File: config.mk
export PLATFORM = sky130hd
export DESIGN_NAME = bsa_div_cell
export DESIGN_NICKNAME = d
export VERILOG_FILES = /design/src/hdl/bsa_pkg.sv /design/src/hdl/bsa_div_cell.sv
export SDC_FILE = /design/constraint.sdc
export NUM_CORES = 1
export LEC_CHECK = 0
export BUFFER_PORTS_ARGS = -buffer_cell sky130_fd_sc_hd__buf_4
export CORE_AREA = 2 2 327 329
export CTS_BUF_LIST = sky130_fd_sc_hd__clkbuf_16
export DETAILED_ROUTE_END_ITERATION = 10
export DIE_AREA = 0 0 329 331
export GPL_TIMING_DRIVEN = 0
export PLACE_DENSITY_LB_ADDON = 0.25
export SKIP_CTS_REPAIR_TIMING = 1
export SLEW_MARGIN = 5
export SYNTH_ARGS = -nofsm -noshare
export SYNTH_HDL_FRONTEND = slang
export SYNTH_SLANG_ARGS = --single-unit
File: constraint.sdc
create_clock -name clk_i -period 4.45 [get_ports clk_i]
set_input_delay 0.445 -clock clk_i [delete_from_list [all_inputs] [get_ports clk_i]]
set_output_delay 0.445 -clock clk_i [all_outputs]
set_load 0.02 [all_outputs]
File: src/hdl/bsa_pkg.sv
`default_nettype none
package bsa_pkg;

  // item field widths
  localparam int CW   = 32;
  localparam int BW   = 21;
  localparam int TOLW = 17;
  localparam int AW   = 31;

  localparam logic [TOLW-1:0] TOL_RESET = 17'd1;

  // internal widths
  localparam int DXW  = CW + 1;        // coordinate difference
  localparam int SQW  = 34;            // chord length root bits
  localparam int SSW  = 2 * SQW;       // radicand bits
  localparam int REMW = SQW + 3;       // root remainder
  localparam int FW   = 41;            // 2^32 +/- bulge^2 magnitude
  localparam int DW   = 39;            // divisor (bulge << 18)
  localparam int RW   = DW + 1;        // division remainder
  localparam int QW   = 46;            // quotient bits
  localparam int PW   = 75;            // dividend bits
  localparam int LOW  = 21;            // low slice of the wide multiplicand
  localparam int CXW  = 48;            // wide center
  localparam int VW   = CXW + 1;       // center to point vector
  localparam int VMW  = VW - 1;        // vector magnitude
  localparam int PSW  = 6;             // leading one position
  localparam int NORM_MSB = 29;        // magnitude lands in [2^29, 2^30)
  localparam int NMW  = NORM_MSB + 1;
  localparam int CRW  = 33;            // rotator x/y
  localparam int ZW   = 32;            // angle accumulator
  localparam int ATW  = 28;
  localparam int CORDIC_STEPS = 28;

  localparam int NPIPE = 3 + SQW + 2 + QW + 2 + 3 + CORDIC_STEPS;

  localparam logic signed [ZW-1:0] ANG_PI     = 32'sd843314857;
  localparam logic signed [ZW-1:0] ANG_TWO_PI = 32'sd1686629713;

  // arctan(2^-i) in Q3.28
  function automatic logic [ATW-1:0] atan_val(input int i);
    logic [ATW-1:0] v;
    case (i)
      0:       v = 28'd210828714;
      1:       v = 28'd124459457;
      2:       v = 28'd65760959;
      3:       v = 28'd33381290;
      4:       v = 28'd16755422;
      5:       v = 28'd8385879;
      6:       v = 28'd4193963;
      7:       v = 28'd2097109;
      8:       v = 28'd1048571;
      9:       v = 28'd524287;
      default: v = ATW'(28'd262144 >> (i - 10));
    endcase
    return v;
  endfunction

  typedef struct packed {
    logic [SSW-1:0]  rad;
    logic [REMW-1:0] rem;
    logic [SQW-1:0]  root;
  } sqrt_t;

  typedef struct packed {
    logic [QW-1:0] num;
    logic [RW-1:0] rem;
    logic [QW-1:0] q;
  } div_t;

  typedef struct packed {
    div_t r;
    div_t x;
    div_t y;
  } div3_t;

  typedef struct packed {
    logic signed [CRW-1:0] px;
    logic signed [CRW-1:0] py;
    logic signed [ZW-1:0]  z;
  } cordic_t;

  typedef struct packed {
    cordic_t s;
    cordic_t e;
  } cordic2_t;

  // per-item data that rides beside the root and divide chains
  typedef struct packed {
    logic                  is_arc;
    logic                  bneg;
    logic signed [CW-1:0]  sx;
    logic signed [CW-1:0]  sy;
    logic signed [CW-1:0]  ex;
    logic signed [CW-1:0]  ey;
    logic signed [DXW-1:0] midx;
    logic signed [DXW-1:0] midy;
    logic [DXW-1:0]        adx;
    logic [DXW-1:0]        ady;
    logic                  negx;
    logic                  negy;
    logic [FW-1:0]         nmag;
    logic [FW-1:0]         fac;
    logic [DW-1:0]         den;
    logic                  rovf;
  } side_t;

  // per-item data that rides beside the rotator chain
  typedef struct packed {
    logic                 is_arc;
    logic                 bneg;
    logic signed [CW-1:0] sx;
    logic signed [CW-1:0] sy;
    logic signed [CW-1:0] ex;
    logic signed [CW-1:0] ey;
    logic signed [CW-1:0] cx;
    logic signed [CW-1:0] cy;
    logic [CW-1:0]        rad;
    logic                 ovf;
    logic [1:0]           zero;
    logic [1:0]           flip;
  } late_t;

  typedef struct packed {
    logic                 is_arc;
    logic signed [CW-1:0] sx;
    logic signed [CW-1:0] sy;
    logic signed [CW-1:0] ex;
    logic signed [CW-1:0] ey;
    logic signed [CW-1:0] cx;
    logic signed [CW-1:0] cy;
    logic [CW-1:0]        rad;
    logic [AW-1:0]        sa;
    logic [AW-1:0]        ea;
    logic                 rev;
    logic                 ovf;
  } res_t;

endpackage
`default_nettype wire

File: src/hdl/bsa_div_cell.sv
`default_nettype none
// One quotient bit of three restoring divisions that share a divisor.
module bsa_div_cell (
  input  logic                     clk_i,
  input  logic                     en_i,
  input  logic [bsa_pkg::DW-1:0]   den_i,
  input  bsa_pkg::div3_t           st_i,
  output bsa_pkg::div3_t           st_o
);

  bsa_pkg::div3_t st_d, st_q;

  function automatic bsa_pkg::div_t div_step(input bsa_pkg::div_t s,
                                             input logic [bsa_pkg::DW-1:0] d);
    bsa_pkg::div_t n;
    logic [bsa_pkg::RW-1:0] r2;
    logic [bsa_pkg::RW-1:0] dd;
    logic ge;
    r2    = {s.rem[bsa_pkg::RW-2:0], s.num[bsa_pkg::QW-1]};
    dd    = {1'b0, d};
    ge    = r2 >= dd;
    n.rem = ge ? r2 - dd : r2;
    n.q   = {s.q[bsa_pkg::QW-2:0], ge};
    n.num = {s.num[bsa_pkg::QW-2:0], 1'b0};
    return n;
  endfunction

  always_comb begin
    st_d.r = div_step(st_i.r, den_i);
    st_d.x = div_step(st_i.x, den_i);
    st_d.y = div_step(st_i.y, den_i);
  end

  // advance with the pipe
  always_ff @(posedge clk_i) begin
    if (en_i) begin
      st_q <= st_d;
    end
  end

  assign st_o = st_q;

endmodule
`default_nettype wire

==> impl_metrics.py <==
metrics = {
    "power_and_ir_drop": {
        "power.density_nw_per_um2": 380,
        "leakagePower_nw": 13.6,
        "max-vdd-ir-drop_v": 0.000246,
        "total_power_mw": 12.3,
    },
    "timing": {
        "setup_ws_ps": 165,
        "slew_headroom_pct": 23.8,
        "rsz0062_at_grt": "no",
        "hold_slack_ps": 45.7,
        "worst_slew_pin_slew_ps": 1110,
        "fin_setup_tns_ps": 0,
        "slew_violations": 0,
        "setup_viol": 0,
        "fmax_ghz": 0.233,
        "min_period_over_period_pct": 96.3,
        "min_period_ps": 4280,
        "final_hold_viol_count": 0,
    },
    "final_layout": {
        "nNetsFinal": 3376,
        "synthToLayoutAreaGrowth_pct": 62.9,
        "drive_above_1_share_pct": 33.3,
        "largest_reg_flops": 393,
        "stdcell_area_um2": 32400,
        "n_fill_cell": 10939,
        "multiInputGateArea_um2": 7530,
        "regArea_um2": 11800,
    },
    "yosys": {
        "synth_compound_area_share_pct": 15.6,
        "netlist_area_um2": 19900,
        "synth_flop_cell": "edfxtp_1",
        "synth_edf_count": 393,
        "synth_mux_area_share_pct": 0.837,
        "synthAdderAreaFrac_pct": 7.67,
        "synth_simple_gate_area_share_pct": 9.19,
        "synth_top_family_by_area": "compound AO/OA/AOI/OAI gates",
        "ys_types": 74,
        "synth-seq-area-share_pct": 59.4,
        "synth-seq-cells": 393,
        "synth_xor_area_share_pct": 4.49,
        "syn_avg_cell_area_um2": 11.9,
        "ys_warn_count": 0,
        "async_flop_share_pct": 0,
        "synthCells": 1667,
    },
    "global_route": {
        "grt_start_max_net_pins": 86,
        "grt_pass1_wl_um": 148000,
        "grtUsageTotal_pct": 20.1,
        "antenna_found_initial": 63,
        "overflow": 0,
        "grt_pass1_vias": 16967,
    },
    "clock_network": {
        "cts_buffers": 51,
        "cts_tree": "done",
        "clock_sinks": 393,
        "cts.clk_slew.worst_paths_ps": 60,
        "cts_root_buffer": "clkbuf_16",
        "htree_levels": 2,
        "max-clock-path-buffers": 3,
    },
    "job": {
        "maxCapViolCount": 0,
    },
    "drt": {
        "vias": 18501,
        "via_per_inst": 4.34,
        "ant_nets": 0,
        "drtIter0Drc": 1115,
        "routed_wirelength_um": 117000,
        "drc_errors": 0,
        "firstDrtPassIters": 7,
        "wl_per_cell_um": 27.3,
    },
    "critical_path": {
        "crit_path_max_fanout": 10,
        "cp-start-kind": "input port",
        "crit_arrival_ps": 4720,
        "cp-end-kind": "flop",
        "cp.required_ps": 4890,
        "path_class": "input port to flop",
    },
    "floorplan": {
        "fp.dieH_um": 331,
        "pin_count": 833,
        "start_util_pct": 18.9,
        "die_x_um": 329,
        "rows": 119,
        "core_um2": 105000,
        "die_area_um2": 109000,
    },
    "hold_path": {
        "min_path_type": "input port to flop",
        "hold_path_depth": 1,
    },
    "place": {
        "place_ws_ps": -797,
        "portBuffers": 823,
        "gp_congestion": 0.895,
        "hpwl_um": 97300,
        "place_area_um2": 28000,
    },
    "outcome": {
        "status": "completed",
    },
}
-- layer usage --
| metal | GRT usage (%) | vias up | part of all wire, % |
|---|---|---|---|
| li1 | - | 8596 | - |
| met1 | 22.4 | 8910 | 38 |
| met2 | 33.0 | 757 | 47 |
| met3 | 11.1 | 176 | 12 |
| met4 | 5.68 | 62 | 3.1 |
| met5 | 0 | - | 0.32 |
-- power by group --
| part | switching, mW | internal, mW | leakage (nW) |
|---|---|---|---|
| Combinational | 1.99 | 1.38 | 8.90 |
| Clock | 1.77 | 2.49 | 0.842 |
| Sequential | 0.127 | 4.55 | 3.85 |
-- area by class of cell --
cell class / instances / share of cell area (%)
repair buffers: 1097 / 27.8
multi-input cells: 1136 / 23.3
inverters: 76 / 0.881
diodes: 18 / 0.139
clock buffers: 51 / 3.94
well taps: 1391 / 5.38
plain buffers: 64 / 0.869
clock inverters: 41 / 1.26
flip-flops and latches: 393 / 36.4
-- worst max-delay path: stages --
cell and delay (ps):
buf_4 110, inv_1 320, ha_1 380, a2111oi_0 970, a2111oi_0 330, or3_1 560
a21o_1 260, a31oi_1 190, o21ai_1 270, buf_4 340, buf_2 240, a21oi_1 260
-- kinds of logic after synthesis --
family	count (synthesis)
AOI/OAI and AO/OA	500
other	1
adders and majority gates	120
xor gates and xnor gates	102
and+or+nand+nor	396
buffers and inverters	140
DFF	393
muxes	15
-- cells in the mapped netlist, types with 4 or more instances --
cell / number / area, µm²
o21a_1: 18 / 135
a211oi_1: 11 / 82.6
o31ai_1: 12 / 90.1
a31o_2: 4 / 35.0
o21bai_1: 19 / 143
nand4_1: 20 / 125
o221ai_1: 5 / 43.8
a21boi_0: 6 / 45.0
a21o_1: 52 / 390
xor2_1: 45 / 394
ha_1: 117 / 1460
inv_1: 75 / 282
nor3_1: 11 / 55.1
o211ai_1: 8 / 60.1
and3_1: 11 / 68.8
nor2_1: 113 / 424
mux2_2: 11 / 124
and4_1: 4 / 35.0
a31oi_1: 13 / 81.3
edfxtp_1: 393 / 11800
and2_1: 9 / 56.3
o31a_1: 5 / 43.8
buf_4: 4 / 30.0
a2111oi_0: 7 / 61.3
or4_1: 4 / 30.0
buf_2: 14 / 70.1
o2111ai_1: 4 / 35.0
a221oi_1: 5 / 43.8
a21oi_1: 184 / 921
xnor2_1: 57 / 499
nor2b_1: 15 / 93.8
nor4_1: 4 / 25.0
nand3_1: 31 / 155
clkbuf_1: 45 / 169
nand2b_1: 14 / 87.6
or3_1: 9 / 56.3
nand2_1: 138 / 518
o21ai_1: 4 / 20.0
o21ai_0: 113 / 566
-- through the flow --
| stage | cells | utilization (%) |
|---|---|---|
| after global placement | 3883 | 26.5 |
| final | 4267 | 30.8 |
| after global routing | 4257 | 30.8 |
| after floorplan | 1669 | - |
| after CTS | 3980 | 28.2 |
| after detailed placement | 3888 | 26.6 |
-- worst paths after layout --
path | from | end | slack, ps
max | den_i[7] | st_o[207]$_DFFE_PP_ | 170
min | st_i[276] | st_o[277]$_DFFE_PP_ | 50
-- placed cells by master (no fill, tap or decap), types with 31 or more instances in the layout --
master         instances
o21ai_0              113
xor2_1                45
xnor2_1               57
a21oi_1              184
nand2_1              138
ha_1                 117
clkbuf_1              44
a21o_1                52
clkbuf_16             51
nand3_1               31
inv_1                 82
nor2_1               113
buf_4                828
dlygate4sd3_1        267
edfxtp_1             393
(Power assumes the default switching activity.)
