`src/hdl/bsa_pkg.sv`:
```
`default_nettype none
package bsa_pkg;

  // item field widths
  localparam int CW   = 32;
  localparam int BW   = 21;
  localparam int TOLW = 17;
  localparam int AW   = 31;

  localparam logic [TOLW-1:0] TOL_RESET = 17'd1;

  // internal widths
  localparam int DXW  = CW + 1;        // coordinate difference
  localparam int SQW  = 34;            // chord length root bits
  localparam int SSW  = 2 * SQW;       // radicand bits
  localparam int REMW = SQW + 3;       // root remainder
  localparam int FW   = 41;            // 2^32 +/- bulge^2 magnitude
  localparam int DW   = 39;            // divisor (bulge << 18)
  localparam int RW   = DW + 1;        // division remainder
  localparam int QW   = 46;            // quotient bits
  localparam int PW   = 75;            // dividend bits
  localparam int LOW  = 21;            // low slice of the wide multiplicand
  localparam int CXW  = 48;            // wide center
  localparam int VW   = CXW + 1;       // center to point vector
  localparam int VMW  = VW - 1;        // vector magnitude
  localparam int PSW  = 6;             // leading one position
  localparam int NORM_MSB = 29;        // magnitude lands in [2^29, 2^30)
  localparam int NMW  = NORM_MSB + 1;
  localparam int CRW  = 33;            // rotator x/y
  localparam int ZW   = 32;            // angle accumulator
  localparam int ATW  = 28;
  localparam int CORDIC_STEPS = 28;

  localparam int NPIPE = 3 + SQW + 2 + QW + 2 + 3 + CORDIC_STEPS;

  localparam logic signed [ZW-1:0] ANG_PI     = 32'sd843314857;
  localparam logic signed [ZW-1:0] ANG_TWO_PI = 32'sd1686629713;

  // arctan(2^-i) in Q3.28
  function automatic logic [ATW-1:0] atan_val(input int i);
    logic [ATW-1:0] v;
    case (i)
      0:       v = 28'd210828714;
      1:       v = 28'd124459457;
      2:       v = 28'd65760959;
      3:       v = 28'd33381290;
      4:       v = 28'd16755422;
      5:       v = 28'd8385879;
      6:       v = 28'd4193963;
      7:       v = 28'd2097109;
      8:       v = 28'd1048571;
      9:       v = 28'd524287;
      default: v = ATW'(28'd262144 >> (i - 10));
    endcase
    return v;
  endfunction

  typedef struct packed {
    logic [SSW-1:0]  rad;
    logic [REMW-1:0] rem;
    logic [SQW-1:0]  root;
  } sqrt_t;

  typedef struct packed {
    logic [QW-1:0] num;
    logic [RW-1:0] rem;
    logic [QW-1:0] q;
  } div_t;

  typedef struct packed {
    div_t r;
    div_t x;
    div_t y;
  } div3_t;

  typedef struct packed {
    logic signed [CRW-1:0] px;
    logic signed [CRW-1:0] py;
    logic signed [ZW-1:0]  z;
  } cordic_t;

  typedef struct packed {
    cordic_t s;
    cordic_t e;
  } cordic2_t;

  // per-item data that rides beside the root and divide chains
  typedef struct packed {
    logic                  is_arc;
    logic                  bneg;
    logic signed [CW-1:0]  sx;
    logic signed [CW-1:0]  sy;
    logic signed [CW-1:0]  ex;
    logic signed [CW-1:0]  ey;
    logic signed [DXW-1:0] midx;
    logic signed [DXW-1:0] midy;
    logic [DXW-1:0]        adx;
    logic [DXW-1:0]        ady;
    logic                  negx;
    logic                  negy;
    logic [FW-1:0]         nmag;
    logic [FW-1:0]         fac;
    logic [DW-1:0]         den;
    logic                  rovf;
  } side_t;

  // per-item data that rides beside the rotator chain
  typedef struct packed {
    logic                 is_arc;
    logic                 bneg;
    logic signed [CW-1:0] sx;
    logic signed [CW-1:0] sy;
    logic signed [CW-1:0] ex;
    logic signed [CW-1:0] ey;
    logic signed [CW-1:0] cx;
    logic signed [CW-1:0] cy;
    logic [CW-1:0]        rad;
    logic                 ovf;
    logic [1:0]           zero;
    logic [1:0]           flip;
  } late_t;

  typedef struct packed {
    logic                 is_arc;
    logic signed [CW-1:0] sx;
    logic signed [CW-1:0] sy;
    logic signed [CW-1:0] ex;
    logic signed [CW-1:0] ey;
    logic signed [CW-1:0] cx;
    logic signed [CW-1:0] cy;
    logic [CW-1:0]        rad;
    logic [AW-1:0]        sa;
    logic [AW-1:0]        ea;
    logic                 rev;
    logic                 ovf;
  } res_t;

endpackage
`default_nettype wire

```
`src/hdl/bsa_cordic_cell.sv`:
```
`default_nettype none
// One vectoring rotation step for the start and end vectors.
module bsa_cordic_cell #(
  parameter int STEP = 0
) (
  input  logic              clk_i,
  input  logic              en_i,
  input  bsa_pkg::cordic2_t st_i,
  output bsa_pkg::cordic2_t st_o
);

  localparam logic [bsa_pkg::ATW-1:0] ATAN = bsa_pkg::atan_val(STEP);

  bsa_pkg::cordic2_t st_d, st_q;

  // shift toward zero, as a magnitude with the sign put back
  function automatic logic signed [bsa_pkg::CRW-1:0] shr_tz(
      input logic signed [bsa_pkg::CRW-1:0] v);
    logic [bsa_pkg::CRW-1:0] m;
    logic [bsa_pkg::CRW-1:0] s;
    m = v[bsa_pkg::CRW-1] ? -v : v;
    s = m >> STEP;
    return v[bsa_pkg::CRW-1] ? -$signed(s) : $signed(s);
  endfunction

  function automatic bsa_pkg::cordic_t rot(input bsa_pkg::cordic_t c);
    bsa_pkg::cordic_t n;
    logic signed [bsa_pkg::CRW-1:0] dx;
    logic signed [bsa_pkg::CRW-1:0] dy;
    logic signed [bsa_pkg::ZW-1:0]  at;
    dx = shr_tz(c.py);
    dy = shr_tz(c.px);
    at = $signed({{(bsa_pkg::ZW - bsa_pkg::ATW){1'b0}}, ATAN});
    if (c.py > 0) begin
      n.px = c.px + dx;
      n.py = c.py - dy;
      n.z  = c.z + at;
    end else begin
      n.px = c.px - dx;
      n.py = c.py + dy;
      n.z  = c.z - at;
    end
    return n;
  endfunction

  always_comb begin
    st_d.s = rot(st_i.s);
    st_d.e = rot(st_i.e);
  end

  // advance with the pipe
  always_ff @(posedge clk_i) begin
    if (en_i) begin
      st_q <= st_d;
    end
  end

  assign st_o = st_q;

endmodule
`default_nettype wire

```
`config.mk`:
```
export PLATFORM = sky130hd
export DESIGN_NAME = bsa_cordic_cell
export DESIGN_NICKNAME = d
export VERILOG_FILES = /design/src/hdl/bsa_pkg.sv /design/src/hdl/bsa_cordic_cell.sv
export SDC_FILE = /design/constraint.sdc
export NUM_CORES = 1
export LEC_CHECK = 0
export BUFFER_PORTS_ARGS = -buffer_cell sky130_fd_sc_hd__buf_4
export CORE_ASPECT_RATIO = 1.2
export CORE_UTILIZATION = 50
export DETAILED_ROUTE_END_ITERATION = 8
export GPL_TIMING_DRIVEN = 0
export PLACE_DENSITY = 0.74
export RECOVER_POWER = 25
export SKIP_LAST_GASP = 1
export SLEW_MARGIN = 5
export SYNTH_ARGS = -nofsm -noshare
export SYNTH_HDL_FRONTEND = slang
export SYNTH_SLANG_ARGS = --single-unit
```
`constraint.sdc`:
```
create_clock -name clk_i -period 8.5 [get_ports clk_i]
set_clock_uncertainty 0.1 [all_clocks]
set_input_delay 2.125 -clock clk_i [delete_from_list [all_inputs] [get_ports clk_i]]
set_output_delay 2.125 -clock clk_i [all_outputs]
set_load 0.02 [all_outputs]
```
==> results by group <==
Power
  • Pwr Density: ~160 nW/um^2
  • Max VDD drop: 0.169 mV
  • Pleak: 12.0 nW

Routing
  • 1st-pass router iterations: 5
  • Met1 wire length: 31.3 mm
  • WL per Instance: 18.9 um
  • Via count: between 20000 and 30000
  • Average vias per placed instance: 6.10
  • Met3 wire len: 5.00 mm
  • Met2 wire len: about 39 mm
  • Antenna-violating nets left: 0
  • DRC: 0
  • Max layer used: met4
  • Total wire length: around 78 mm
  • First DRT Iteration DRCs: 1758

Logic synthesis
  • Synth Area in Compound Gates: 0.238
  • Fraction of registers with async set/reset: 0
  • Syn Area/Cell: approximately 8.3 sq um
  • Seq/Total Area, Yosys: 0.229
  • Synth Instances: 3062
  • Yosys warns: 0
  • Post-synthesis adder-cell area fraction: 0.100
  • Mux cell area share after synthesis: 0.0130
  • Synth area leaders: edfxtp_1 23%, xnor2_1 11%, ha_1 9.5%
  • Mapped cell area: 25400 sq um
  • Post-synth EDFFs: around 190
  • Post-synthesis sequential element count: 194
  • Xor-xnor portion of the synthesized cell area: 0.165
  • Post-synth top area cell: edfxtp_1
  • Post-Synth Simple-Gate Area: 0.221
  • Largest family of logic cells by synthesized area: compound AO/OA/AOI/OAI gates
  • Yosys top cell area share: 0.229
  • Total nets after synthesis: 3460
  • Yosys cell types: 107
  • Main synth FF type: edfxtp_1

Clocking
  • H-tree depth: 4
  • Clock tree buffer depth: 2
  • Reg clk slew, reported paths: around 0.080 ns
  • CTS Sinks: 194
  • TritonCTS clock tree: built
  • CTS buffer count: 17
  • CTS Root Buffer Type: clkbuf_16

Min path
  • HP Class: in2reg

Timing
  • Max-slew headroom: -2.05
  • Final TNS setup: 0 ns
  • Final setup violation count: 0
  • Final Cycle Share: 0.975
  • RSZ-0062 raised after global routing: true
  • Hold slack: 1.71 ns
  • Fmax: about 0.12 GHz
  • Max Slew Vio Count: 197
  • Min cycle time layout: 8.28 ns
  • Setup ws final: 0.216 ns
  • Worst slew pin tran: 4.57 ns
  • Final Hold Fails: 0

Global routing
  • Global-route wire length before repair: 121 mm
  • Initial antenna violation count: 0
  • GRT overflow: 0
  • Largest net degree at the start of global routing: 110
  • Gr usage total: 0.293
  • Vias in the first global route: 23500

Cells and area
  • Number of nets in the layout: 3887
  • Multi-input gate area: 19200 sq um
  • Filler cells: about 4600
  • Number of flip-flops in the largest register: 194
  • Final Core Density: 0.606
  • Fraction of layout cells with a size suffix above 1: 0.189
  • Most frequent cells in the layout: 406 x buf_4, 303 x xnor2_1, 246 x nor2_1, 210 x a21oi_1, 194 x edfxtp_1
  • Layout area overhead: 19.7%
  • Register area: 5830 sq um
  • Commonest non-fill, non-tap cell in the layout: buf_4

Place
  • HPWL after DPL: 62.5 mm
  • Dpl ws: -2.78 ns
  • # port buffers: 392
  • Final weighted congestion in routability-driven placement: between 0.9 and 1

Critical path
  • Critical path class: in2reg
  • WP data arrival: 8.42 ns
  • Crit end category: flop
  • CP Launch Type: input port
  • Critical Path RT: 8.64 ns
  • Crit-path max FO: 10

Floorplan
  • Die Ht: between 200 and 250 um
  • Placeable Area: 50200 sq um
  • # rows: 90
  • DIE AREA: 51800 sq um
  • Initial Util: 0.506
  • Die width: 208 um
  • IO Pins: 394

Status
  • Status: complete, but fails checks
  • Failing checks: capacitance limit, slew limit

Flow run
  • Max_cap viols: 2
==> final timing paths <==
path                  startpoint  slack, ns  cells past startpoint   endpoint
worst max-delay path   st_i[130]       0.22                     27  st_o[192]
worst min-delay path    st_i[98]       1.71                      1   st_o[98]
==> cell usage after synthesis, types with 9 or more instances <==
cell type / count
nor2b_1: 28
o2111ai_1: 11
o31a_1: 10
a31o_2: 14
a41oi_1: 14
xnor2_1: 305
or2_2: 32
a21oi_1: 216
nand3_1: 93
o21bai_1: 31
a32oi_1: 10
o22ai_1: 12
a21o_1: 79
ha_1: 194
nor3_1: 102
a31oi_1: 40
o21a_1: 42
nand4b_1: 11
and3_1: 26
mux2i_1: 24
nor4_1: 54
buf_2: 22
clkbuf_1: 84
o21ai_0: 165
a2111oi_0: 9
nand2b_1: 29
a211oi_1: 31
o41ai_1: 28
nand4_1: 40
nand2_1: 185
nor2_1: 247
a21boi_0: 11
buf_1: 13
inv_1: 95
or3_1: 58
o31ai_1: 53
or4_1: 32
nand3b_1: 10
edfxtp_1: 194
nor3b_1: 18
o211ai_1: 13
and2_1: 23
xor2_1: 169
==> worst max-delay path, stage by stage <==
cell,delay (ns)
buf_4,0.14
inv_1,0.08
ha_1,0.26
or4b_1,0.54
buf_2,0.23
nor2_2,0.23
nand3_1,0.16
or4_4,0.50
nor4_4,0.27
inv_2,0.12
nand2_4,0.15
clkbuf_4,0.27
a21oi_1,0.07
a21oi_1,0.16
xnor2_1,0.20
ha_1,0.36
a21o_1,0.20
a21o_1,0.18
a221o_1,0.29
a21oi_1,0.27
o2111ai_1,0.25
o211ai_1,0.24
o21ai_1,0.23
o2111ai_2,0.28
nand2_1,0.12
o41ai_1,0.33
xnor2_1,0.16
==> power breakdown <==
part	internal, mW	total, mW	switching, mW
Clock	0.448	0.869	0.421
Sequential	1.36	1.43	0.0659
Combinational	1.04	2.48	1.44
==> area by class of cell <==
type	instances	area share
antenna	1	0.0000822
buffer	122	0.0189
clock buffer	17	0.0140
clock inverter	15	0.00645
inverter	96	0.0121
multi-input combinational	2648	0.630
sequential	194	0.191
tap	644	0.0265
timing repair buffer	410	0.101
==> logic make-up (layout without fill, tap and decap cells) <==
kind of cell	count (synthesis)	in the layout
other	0	1
adders and majority gates	200	200
xor gates and xnor gates	476	476
AOI/OAI and AO/OA	892	892
DFF	194	194
buffers and inverters	220	660
and+or+nand+nor	1048	1048
muxes	32	32
==> routing by layer <==
layer / track usage / vias to the layer above
li1: - / 12400
met1: 0.342 / 11800
met2: 0.531 / 900
met3: 0.0473 / 173
met4: 0.119 / 0
met5: 0 / -
==> stage by stage <==
stage	power (mW)	area, sq um	std cells
final	4.78	30500	4147
after detailed placement	3.86	29200	4099
after CTS	4.76	30100	4132
after global routing	5.07	30400	4146
after floorplan	3.06	25400	3062
after global placement	3.83	29200	4098
==> timing repair <==
action / 4_1_cts / 5_1_grt
setup buffers: 2 / 15
endpoints found under the setup margin: 93 / 29
hold buffers: 0 / 0
gates resized for setup: 53 / 86
gates cloned: 0 / 0
endpoints found under the hold margin: 0 / 0
pin swaps: 3 / 20
(Power assumes the default switching activity.)
