--- config.mk ---
export PLATFORM = sky130hd
export DESIGN_NAME = bsa_sqrt_cell
export DESIGN_NICKNAME = d
export VERILOG_FILES = /design/src/hdl/bsa_pkg.sv /design/src/hdl/bsa_sqrt_cell.sv
export SDC_FILE = /design/constraint.sdc
export NUM_CORES = 1
export LEC_CHECK = 0
export ABC_AREA = 1
export BUFFER_PORTS_ARGS = -buffer_cell sky130_fd_sc_hd__buf_2
export CAP_MARGIN = 20
export CORE_UTILIZATION = 45
export DETAILED_ROUTE_END_ITERATION = 16
export GPL_ROUTABILITY_DRIVEN = 1
export PLACE_DENSITY = 0.74
export SKIP_LAST_GASP = 1
export SYNTH_ARGS = -nofsm -noshare
export SYNTH_HDL_FRONTEND = slang
export SYNTH_SLANG_ARGS = --single-unit
--- constraint.sdc ---
create_clock -name clk_i -period 2.47 [get_ports clk_i]
set_clock_uncertainty 0.2 [all_clocks]
set_input_delay 0.1235 -clock clk_i [delete_from_list [all_inputs] [get_ports clk_i]]
set_output_delay 0.1235 -clock clk_i [all_outputs]
set_load 0.05 [all_outputs]
--- src/hdl/bsa_pkg.sv ---
`default_nettype none
package bsa_pkg;

  // item field widths
  localparam int CW   = 32;
  localparam int BW   = 21;
  localparam int TOLW = 17;
  localparam int AW   = 31;

  localparam logic [TOLW-1:0] TOL_RESET = 17'd1;

  // internal widths
  localparam int DXW  = CW + 1;        // coordinate difference
  localparam int SQW  = 34;            // chord length root bits
  localparam int SSW  = 2 * SQW;       // radicand bits
  localparam int REMW = SQW + 3;       // root remainder
  localparam int FW   = 41;            // 2^32 +/- bulge^2 magnitude
  localparam int DW   = 39;            // divisor (bulge << 18)
  localparam int RW   = DW + 1;        // division remainder
  localparam int QW   = 46;            // quotient bits
  localparam int PW   = 75;            // dividend bits
  localparam int LOW  = 21;            // low slice of the wide multiplicand
  localparam int CXW  = 48;            // wide center
  localparam int VW   = CXW + 1;       // center to point vector
  localparam int VMW  = VW - 1;        // vector magnitude
  localparam int PSW  = 6;             // leading one position
  localparam int NORM_MSB = 29;        // magnitude lands in [2^29, 2^30)
  localparam int NMW  = NORM_MSB + 1;
  localparam int CRW  = 33;            // rotator x/y
  localparam int ZW   = 32;            // angle accumulator
  localparam int ATW  = 28;
  localparam int CORDIC_STEPS = 28;

  localparam int NPIPE = 3 + SQW + 2 + QW + 2 + 3 + CORDIC_STEPS;

  localparam logic signed [ZW-1:0] ANG_PI     = 32'sd843314857;
  localparam logic signed [ZW-1:0] ANG_TWO_PI = 32'sd1686629713;

  // arctan(2^-i) in Q3.28
  function automatic logic [ATW-1:0] atan_val(input int i);
    logic [ATW-1:0] v;
    case (i)
      0:       v = 28'd210828714;
      1:       v = 28'd124459457;
      2:       v = 28'd65760959;
      3:       v = 28'd33381290;
      4:       v = 28'd16755422;
      5:       v = 28'd8385879;
      6:       v = 28'd4193963;
      7:       v = 28'd2097109;
      8:       v = 28'd1048571;
      9:       v = 28'd524287;
      default: v = ATW'(28'd262144 >> (i - 10));
    endcase
    return v;
  endfunction

  typedef struct packed {
    logic [SSW-1:0]  rad;
    logic [REMW-1:0] rem;
    logic [SQW-1:0]  root;
  } sqrt_t;

  typedef struct packed {
    logic [QW-1:0] num;
    logic [RW-1:0] rem;
    logic [QW-1:0] q;
  } div_t;

  typedef struct packed {
    div_t r;
    div_t x;
    div_t y;
  } div3_t;

  typedef struct packed {
    logic signed [CRW-1:0] px;
    logic signed [CRW-1:0] py;
    logic signed [ZW-1:0]  z;
  } cordic_t;

  typedef struct packed {
    cordic_t s;
    cordic_t e;
  } cordic2_t;

  // per-item data that rides beside the root and divide chains
  typedef struct packed {
    logic                  is_arc;
    logic                  bneg;
    logic signed [CW-1:0]  sx;
    logic signed [CW-1:0]  sy;
    logic signed [CW-1:0]  ex;
    logic signed [CW-1:0]  ey;
    logic signed [DXW-1:0] midx;
    logic signed [DXW-1:0] midy;
    logic [DXW-1:0]        adx;
    logic [DXW-1:0]        ady;
    logic                  negx;
    logic                  negy;
    logic [FW-1:0]         nmag;
    logic [FW-1:0]         fac;
    logic [DW-1:0]         den;
    logic                  rovf;
  } side_t;

  // per-item data that rides beside the rotator chain
  typedef struct packed {
    logic                 is_arc;
    logic                 bneg;
    logic signed [CW-1:0] sx;
    logic signed [CW-1:0] sy;
    logic signed [CW-1:0] ex;
    logic signed [CW-1:0] ey;
    logic signed [CW-1:0] cx;
    logic signed [CW-1:0] cy;
    logic [CW-1:0]        rad;
    logic                 ovf;
    logic [1:0]           zero;
    logic [1:0]           flip;
  } late_t;

  typedef struct packed {
    logic                 is_arc;
    logic signed [CW-1:0] sx;
    logic signed [CW-1:0] sy;
    logic signed [CW-1:0] ex;
    logic signed [CW-1:0] ey;
    logic signed [CW-1:0] cx;
    logic signed [CW-1:0] cy;
    logic [CW-1:0]        rad;
    logic [AW-1:0]        sa;
    logic [AW-1:0]        ea;
    logic                 rev;
    logic                 ovf;
  } res_t;

endpackage
`default_nettype wire

--- src/hdl/bsa_sqrt_cell.sv ---
`default_nettype none
// One bit of the integer square root: bring down two radicand bits, try root*4+1.
module bsa_sqrt_cell (
  input  logic           clk_i,
  input  logic           en_i,
  input  bsa_pkg::sqrt_t st_i,
  output bsa_pkg::sqrt_t st_o
);

  bsa_pkg::sqrt_t st_d, st_q;
  logic [bsa_pkg::REMW-1:0] rem2;
  logic [bsa_pkg::REMW-1:0] trial;
  logic                     ge;

  always_comb begin
    rem2       = {st_i.rem[bsa_pkg::REMW-3:0], st_i.rad[bsa_pkg::SSW-1 -: 2]};
    trial      = {1'b0, st_i.root, 2'b01};
    ge         = rem2 >= trial;
    st_d.rem   = ge ? rem2 - trial : rem2;
    st_d.root  = {st_i.root[bsa_pkg::SQW-2:0], ge};
    st_d.rad   = {st_i.rad[bsa_pkg::SSW-3:0], 2'b00};
  end

  // advance with the pipe
  always_ff @(posedge clk_i) begin
    if (en_i) begin
      st_q <= st_d;
    end
  end

  assign st_o = st_q;

endmodule
`default_nettype wire

==> reports/metrics.csv, run 1 <==
stage;metric;value;unit
sta;Final Hold Vio Count;0;
pwr;maximum vdd ir drop;0.466;mV
placement;Final Wtd Congestion;0.894;
drt;vias per cell;4.86;
sta;max-slew violations;0;
critical_path;CP max stage cell;dlygate4sd3_1;
critical_path;CP Data Required Time;2450;ps
drt;antenna viol nets, final;0;
floorplanning;Chip Height;131;um
logic_synthesis;Distinct cells, synth;28;
sta;RSZ-0062 raised after global routing;yes;
logic_synthesis;EDFF count, synth;137;
cts;Worst-path clk slew;60;ps
logic_synthesis;synthesized flop and latch total;137;
placement;dpl hpwl;17.0;mm
drt;vias after detailed routing;7453;
drt;DR WL/cell;16.9;um
logic_synthesis;post-synthesis mux area share;0;
critical_path;Most common cell on crit path;nand2_1;
placement;placed cell count;1356;
critical_path;CP Launch Type;primary input;
cts;H-tree levels;4;
floorplanning;die area;0.0173;mm2
logic_synthesis;register area share after synthesis;0.546;
logic_synthesis;Synth Area per Inst;8.87;um2
finish;Post-Layout Cell Count;1532;
floorplanning;core region area;0.0161;mm2
global_routing;GRT overflow;0;
drt;Initial DRT Pass Iterations;6;
logic_synthesis;synth top area cells;edfxtp_1 55%, nand2_1 16%, inv_1 7.0%;
global_routing;initial antenna violation count;1;
logic_synthesis;Synth Area in Compound Gates;0.0307;
sta;setup TNS;0;ps
sta;minimum clock period;2400;ps
finish;Filler cells;1154;
logic_synthesis;most numerous cell in the Yosys netlist;nand2_1;
floorplanning;Starting Density;0.467;
critical_path;CP Max Fanout;17;
floorplanning;Die W;131;um
logic_synthesis;area share of the largest cell type after synthesis;0.546;
drt;WL final;25.9;mm
drt;initial detailed-routing violation count;401;
critical_path;max incr delay on CP;570;ps
global_routing;vias in the first global route;7270;
outcome;status;finished, final reports clean;
finish;Reg area;0.00411;mm2
global_routing;GRT Util Overall;0.292;
finish;max reg flops;137;
critical_path;WS Path Type;primary input to register;
pwr;leak pwr;5.71;nW
logic_synthesis;combinational family with the most area after synthesis;simple AND/OR/NAND/NOR gates;
floorplanning;row count;46;
drt;# DRC;0;
finish;fraction of layout cells with a size suffix above 1;0.320;
cts;CTS sink count;137;
cts;Root Buffer;clkbuf_16;
logic_synthesis;adder-cell area share of the yosys netlist;0.0598;
logic_synthesis;Synth area leader;edfxtp_1;
pwr;total power;7.90;mW
logic_synthesis;YS warnings;0;
sta;fmax;416;MHz
logic_synthesis;cells after synthesis;849;
sta;crit share post-route;0.972;
logic_synthesis;top_reg_cell synth;edfxtp_1;
logic_synthesis;Post-Synth XOR/XNOR Area;0.0221;
finish;Layout area overhead;56.1;%
sta;Finish-stage setup viols;0;
global_routing;pin count of the biggest net entering global routing;50;
pwr;PwrDens;672;mW/mm2
floorplanning;num ports;280;
critical_path;crit path DAT;2380;ps
cts;clock tree buffer depth;2;
cts;Num CTS Buffers;17;
flow_run;max_cap viols;0;
finish;area of the multi-input gates;0.00323;mm2
critical_path;critical-path cell list;dlygate4sd3_1, buf_2, ha_4, nand2_1, nor2_2, nand2_2, nor2_2, nand2_1, nand3_2, nand3_2, nand2_4, inv_2, buf_6, nand2_1, nand2_1;
logic_synthesis;synth cell count leaders;327 x nand2_1, 140 x inv_1, 137 x edfxtp_1;
min_path;Hold WC Path Type;primary input to register;
placement;port bufs;275;
global_routing;first-pass GRT wire length;38.5;mm
cts;CTS tree;built;
logic_synthesis;asr flop ratio synth;0;
finish;nets@finish;1479;
logic_synthesis;post-synthesis simple-gate area fraction;0.257;
logic_synthesis;Netlist Area Pre-Place;0.00753;mm2
critical_path;CP Capture Type;register;
==> logic make-up after synthesis <==
logic type | after synthesis
fa+ha+maj | 36
buf+inv | 150
xor+xnor | 19
flops | 137
other cells | 1
simple gates | 463
compound gates | 43
==> routing by layer <==
metal	GRT usage	part of all wire	routed length (um)
met1	0.341	0.39	10100
met2	0.525	0.51	13200
met3	0.0559	0.059	1520
met4	0.122	0.040	1030
met5	0	0	0
==> cell type report <==
type	instances	area share
clock inverters	15	0.0131
multi-input cells	563	0.275
clock buffers	17	0.0362
well taps	216	0.0230
diodes	1	0.000213
inverters	141	0.0450
flip-flops and latches	137	0.350
repair buffers	442	0.258
==> cell usage in the layout, fill, tap and decap left out, types with 12 or more instances in the layout <==
cell type,n
nand2_1,314
buf_2,274
inv_1,140
dlygate4sd3_1,137
edfxtp_1,137
nor2_1,61
buf_4,25
ha_4,24
nand3_1,19
xor2_1,18
clkbuf_16,17
nand2_2,16
a21oi_1,15
nand3_2,14
a21oi_2,12
==> where the power goes <==
| part | switching [mW] | internal [mW] | leakage, nW |
|---|---|---|---|
| combinational | 1.67 | 0.778 | 4.08 |
| clock | 1.12 | 1.43 | 0.283 |
| sequential | 0.0640 | 2.84 | 1.34 |
==> timing repair <==
action / CTS / global route
setup endpoints to repair: 0 / 38
hold endpoints to repair: 179 / 0
hold buffers: 137 / 0
gates resized for setup: 0 / 68
buffers inserted: 0 / 6
==> metrics by stage <==
step,instance area (um2),hold slack [ps],setup slack [ps],util
2_1_floorplan,7530,22.4,455,-
3_3_place_gp,9320,100,92.3,0.578
3_5_place_dp,9320,102,56.2,0.578
4_1_cts,11300,120,15.0,0.699
5_1_grt,11800,178,-42.4,0.730
6_report,11800,135,68.6,0.730
==> critical path: cells and delay by family <==
family                   cells  cell delay (ps)
adder cells (fa/ha/maj)      1              280
buffers and inverters        4              950
AND/OR/NAND/NOR             10             1000
==> path summary, 6_finish.rpt <==
kind	end	depth (start not counted)	slack [ps]	from
hold / removal	st_o[52]	5	140	st_i[50]
setup / recovery	st_o[43]	15	70	st_i[49]
(Power assumes the default switching activity.)
==> inputs of run 2 (changes only) <==
Settings changed: REMOVE_ABC_BUFFERS set to 1.
==> run 2 against run 1 <==
  * Clock power is 4% higher
  * Via count about the same
  * Non-clock buffer count decreased by 4
  * Largest cell class unchanged
  * Largest power group unchanged
  * Highest routed layer unchanged
==> reports/metrics.csv, run 2 (synthesis results as in run 1) <==
stage;metric;value;unit
placement;placed cell count;1355;
finish;commonest non-fill, non-tap cell in the layout;nand2_1;
min_path;Hold Crit Depth;5;
critical_path;crit path DAT;2380;ps
pwr;PwrDens;678;mW/mm2
finish;max reg flops;137;
sta;Final Hold Vio Count;0;
finish;Layout area overhead;56.7;%
drt;Initial DRT Pass Iterations;5;
placement;dpl cell area;0.00931;mm2
floorplanning;num ports;280;
min_path;Worst Hold Path EP;st_o[36];
drt;DR WL/cell;17.3;um
global_routing;first-pass GRT wire length;38.1;mm
sta;minimum clock period;2410;ps
floorplanning;die area;0.0173;mm2
sta;WHS;146;ps
placement;port bufs;275;
finish;most frequent cells in the layout;311 x nand2_1, 273 x buf_2, 139 x inv_1;
drt;antenna viol nets, final;0;
cts;Root Buffer;clkbuf_16;
cts;CTS sink count;137;
drt;WL final;26.4;mm
finish;area of the multi-input gates;0.00327;mm2
sta;max-slew violations;0;
critical_path;CP Max Fanout;13;
pwr;maximum vdd ir drop;0.468;mV
finish;Reg area;0.00411;mm2
cts;Worst-path clk slew;70;ps
critical_path;WS Path Type;primary input to register;
cts;CTS tree;built;
finish;ant diodes;0;
outcome;status;finished, final reports clean;
floorplanning;Die W;131;um
placement;dpl hpwl;17.2;mm
placement;Final Wtd Congestion;0.944;
drt;initial detailed-routing violation count;417;
finish;Filler cells;1141;
floorplanning;row count;46;
pwr;total power;8.01;mW
finish;final core occ;0.732;
floorplanning;Starting Density;0.467;
min_path;Hold WC Path Type;primary input to register;
sta;setup TNS;0;ps
placement;worst slack at placement;109;ps
finish;Post-Layout Cell Count;1527;
drt;vias per cell;4.88;
cts;Num CTS Buffers;17;
sta;RSZ-0062 raised after global routing;yes;
critical_path;CP Capture Type;register;
finish;fraction of layout cells with a size suffix above 1;0.323;
finish;nets@finish;1475;
sta;fmax;416;MHz
sta;Finish-stage setup viols;0;
cts;H-tree levels;4;
global_routing;pin count of the biggest net entering global routing;49;
cts;clock tree buffer depth;2;
sta;Setup WS post-layout;64.4;ps
drt;vias after detailed routing;7456;
finish;design area;0.0118;mm2
global_routing;vias in the first global route;7206;
flow_run;max_cap viols;0;
critical_path;CP Launch Type;primary input;
critical_path;CP Data Required Time;2450;ps
min_path;Hold Startpoint;st_i[34];
pwr;leak pwr;5.70;nW
global_routing;GRT overflow;0;
floorplanning;core region area;0.0161;mm2
floorplanning;Chip Height;131;um
global_routing;initial antenna violation count;0;
global_routing;GRT Util Overall;0.289;
drt;# DRC;0;
sta;crit share post-route;0.974;
## run 2: how the worst max path moves through the flow
stage	start	end	slack (ps)	cells after the start
2_1_floorplan	st_i[14]	st_o[63]	210	13
3_3_place_gp	st_i[0]	st_o[64]	100	14
3_5_place_dp	st_i[0]	st_o[64]	110	14
4_1_cts	st_i[35]	st_o[64]	10	14
5_1_grt	st_i[13]	st_o[54]	-60	15
6_report	st_i[24]	st_o[59]	60	16
## run 2: critical path, cell delays in order
cell	delay (ps)
dlygate4sd3_1	560
buf_2	120
inv_1	60
ha_4	300
nand2_2	90
nor2_4	150
nand2_2	70
nor2_2	130
nand3_1	100
nor2_2	130
nor2_2	60
nand2_4	100
inv_4	70
clkbuf_16	180
nand2_1	80
nand2_1	60
## run 2: cell type report
class                   instances  area share
flip-flops and latches        137       0.349
multi-input cells             563       0.277
repair buffers                438       0.256
inverters                     141      0.0450
clock buffers                  18      0.0364
well taps                     216      0.0229
clock inverters                14      0.0139
## run 2: per-layer routing
layer | global-route usage | wire [um] | share of wire | vias to the layer above
li1 | - | - | - | 3608
met1 | 0.342 | 10500 | 0.40 | 3471
met2 | 0.529 | 13700 | 0.52 | 323
met3 | 0.0505 | 1390 | 0.053 | 54
met4 | 0.0969 | 783 | 0.030 | 0
met5 | 0 | 0 | 0 | -
## run 2: power by group
group	switching (mW)	internal [mW]	total, mW
Combinational	1.69	0.783	2.47
Clock	1.12	1.52	2.64
Sequential	0.0628	2.84	2.90
Total	2.87	5.14	8.01
## run 2: what timing repair did
action,in CTS,in global routing
hold buffers,137,0
resized for setup,0,80
setup buffers,0,3
setup endpoints to repair,0,37
hold endpoints to repair,179,0
==> inputs of run 3 (changes only) <==
Settings changed: CORE_ASPECT_RATIO set to 1.2.
==> run 3 against run 2 <==
  * Core utilization shrank 1.1 points
  * Cell count did not move
  * Routed wire length down 4.7%
  * Critical path type unchanged
  * Worst setup slack better by 17 ps
  * Clock power shrank 3%
  * Die area hardly changed
  * Via count is 2.4% lower
  * Critical endpoint is now st_o[61]
==> reports/metrics.csv, run 3 (synthesis results as in run 1) <==
stage;metric;value;unit
outcome;status;finished, final reports clean;
finish;Reg area;0.00411;mm2
cts;CTS sink count;137;
critical_path;CP Capture Type;register;
critical_path;Crit path depth;16;
floorplanning;row count;51;
finish;commonest non-fill, non-tap cell in the layout;nand2_1;
cts;CTS tree;built;
min_path;Hold WC Path Type;primary input to register;
cts;clock tree buffer depth;2;
sta;fmax;419;MHz
pwr;PwrDens;670;mW/mm2
sta;RSZ-0062 raised after global routing;yes;
placement;port bufs;275;
floorplanning;Die W;120;um
finish;area of the multi-input gates;0.00320;mm2
floorplanning;Starting Density;0.463;
finish;ant diodes;0;
pwr;total power;7.87;mW
drt;WL final;25.1;mm
drt;initial detailed-routing violation count;407;
floorplanning;core region area;0.0163;mm2
pwr;maximum vdd ir drop;0.346;mV
critical_path;CP max stage cell;dlygate4sd3_1;
sta;max-slew violations;0;
finish;nets@finish;1479;
critical_path;CP Max Fanout;14;
sta;Finish-stage setup viols;0;
critical_path;max incr delay on CP;530;ps
floorplanning;Chip Height;144;um
min_path;Hold Crit Depth;5;
sta;minimum clock period;2390;ps
critical_path;critical-path cell list;dlygate4sd3_1, buf_2, inv_1, ha_1, nand2_2, nor2_4, nand2_2, nor2_4, nand3_1, nor2_1, nor2_2, nand2_4, inv_4, buf_6, nand2_1, nand2_1;
cts;Num CTS Buffers;17;
global_routing;vias in the first global route;7182;
floorplanning;die area;0.0173;mm2
finish;max reg flops;137;
cts;Worst-path clk slew;70;ps
finish;Layout area overhead;55.9;%
finish;Filler cells;1210;
drt;DR WL/cell;16.4;um
cts;Root Buffer;clkbuf_16;
critical_path;cell family with most CP delay;simple AND/OR/NAND/NOR gates;
drt;# DRC;0;
drt;vias after detailed routing;7279;
cts;H-tree levels;4;
critical_path;crit path DAT;2360;ps
global_routing;GRT overflow;0;
drt;Initial DRT Pass Iterations;6;
sta;crit share post-route;0.967;
global_routing;initial antenna violation count;0;
drt;antenna viol nets, final;0;
global_routing;pin count of the biggest net entering global routing;54;
critical_path;crit path buf inv count;5;
pwr;leak pwr;5.69;nW
critical_path;CP Data Required Time;2450;ps
global_routing;GRT Util Overall;0.282;
finish;most frequent cells in the layout;314 x nand2_1, 273 x buf_2, 139 x inv_1;
critical_path;CP Launch Type;primary input;
placement;Final Wtd Congestion;0.959;
global_routing;first-pass GRT wire length;36.1;mm
sta;WHS;123;ps
drt;vias per cell;4.77;
sta;Final Hold Vio Count;0;
placement;dpl hpwl;17.3;mm
flow_run;max_cap viols;0;
critical_path;WS Path Type;primary input to register;
floorplanning;num ports;280;
finish;fraction of layout cells with a size suffix above 1;0.317;
==> run 3: cell types whose count changed in the layout (fill, tap and decap cells not counted), moves of 2 or more <==
| cell | delta |
|---|---|
| nand3_1 | +2 |
| nor3_1 | +2 |
| nand3_2 | -2 |
| buf_4 | +3 |
| buf_6 | +2 |
| nor3_2 | -2 |
| nand2_2 | -2 |
| ha_1 | +3 |
| a21oi_1 | +2 |
| ha_4 | -3 |
| a21oi_2 | -2 |
| nand2_1 | +3 |
==> run 3: layer usage <==
metal / track usage / routed length [um]
met2: 0.518 / 13200
met1: 0.317 / 9950
met3: 0.0627 / 1450
met5: 0 / 0
met4: 0.104 / 482
==> run 3: power by group <==
part	switching, mW	internal (mW)	total (mW)
sequential	0.0602	2.84	2.90
combinational	1.65	0.773	2.43
clock	1.12	1.43	2.55
==> run 3: metrics by stage <==
step	setup slack (ps)	utilization	cells	instance area [um2]	TNS (ps)
after global routing	-49.7	0.722	1527	11700	-240
after floorplan	210	-	841	7430	0
final	81.2	0.722	1527	11700	0
after global placement	88.6	0.573	1355	9320	0
after CTS	1.07	0.693	1524	11300	0
after detailed placement	69.3	0.573	1355	9320	0
==> run 3: worst min-delay path: stages <==
cell and delay (ps):
buf_2 90, ha_1 200, nand2_1 70, nand3_1 60, nand2_1 50
==> run 3: final timing paths <==
path,from,end,slack [ps]
worst max-delay path,st_i[23],st_o[61],80
worst min-delay path,st_i[61],st_o[63],120
==> run 3: final cells by class <==
type / count / share of cell area
Clock inverter: 15 / 0.0135
Timing Repair Buffer: 442 / 0.259
Multi-Input combinational cell: 563 / 0.273
Clock buffer: 17 / 0.0362
Tap cell: 212 / 0.0226
Sequential cell: 137 / 0.350
Inverter: 141 / 0.0453
==> run 3: repair_timing <==
item / in CTS / in global routing
hold buffers: 137 / 0
hold endpoints to repair: 186 / 0
resized for setup: 0 / 73
setup endpoints to repair: 0 / 37
buffers inserted: 0 / 4
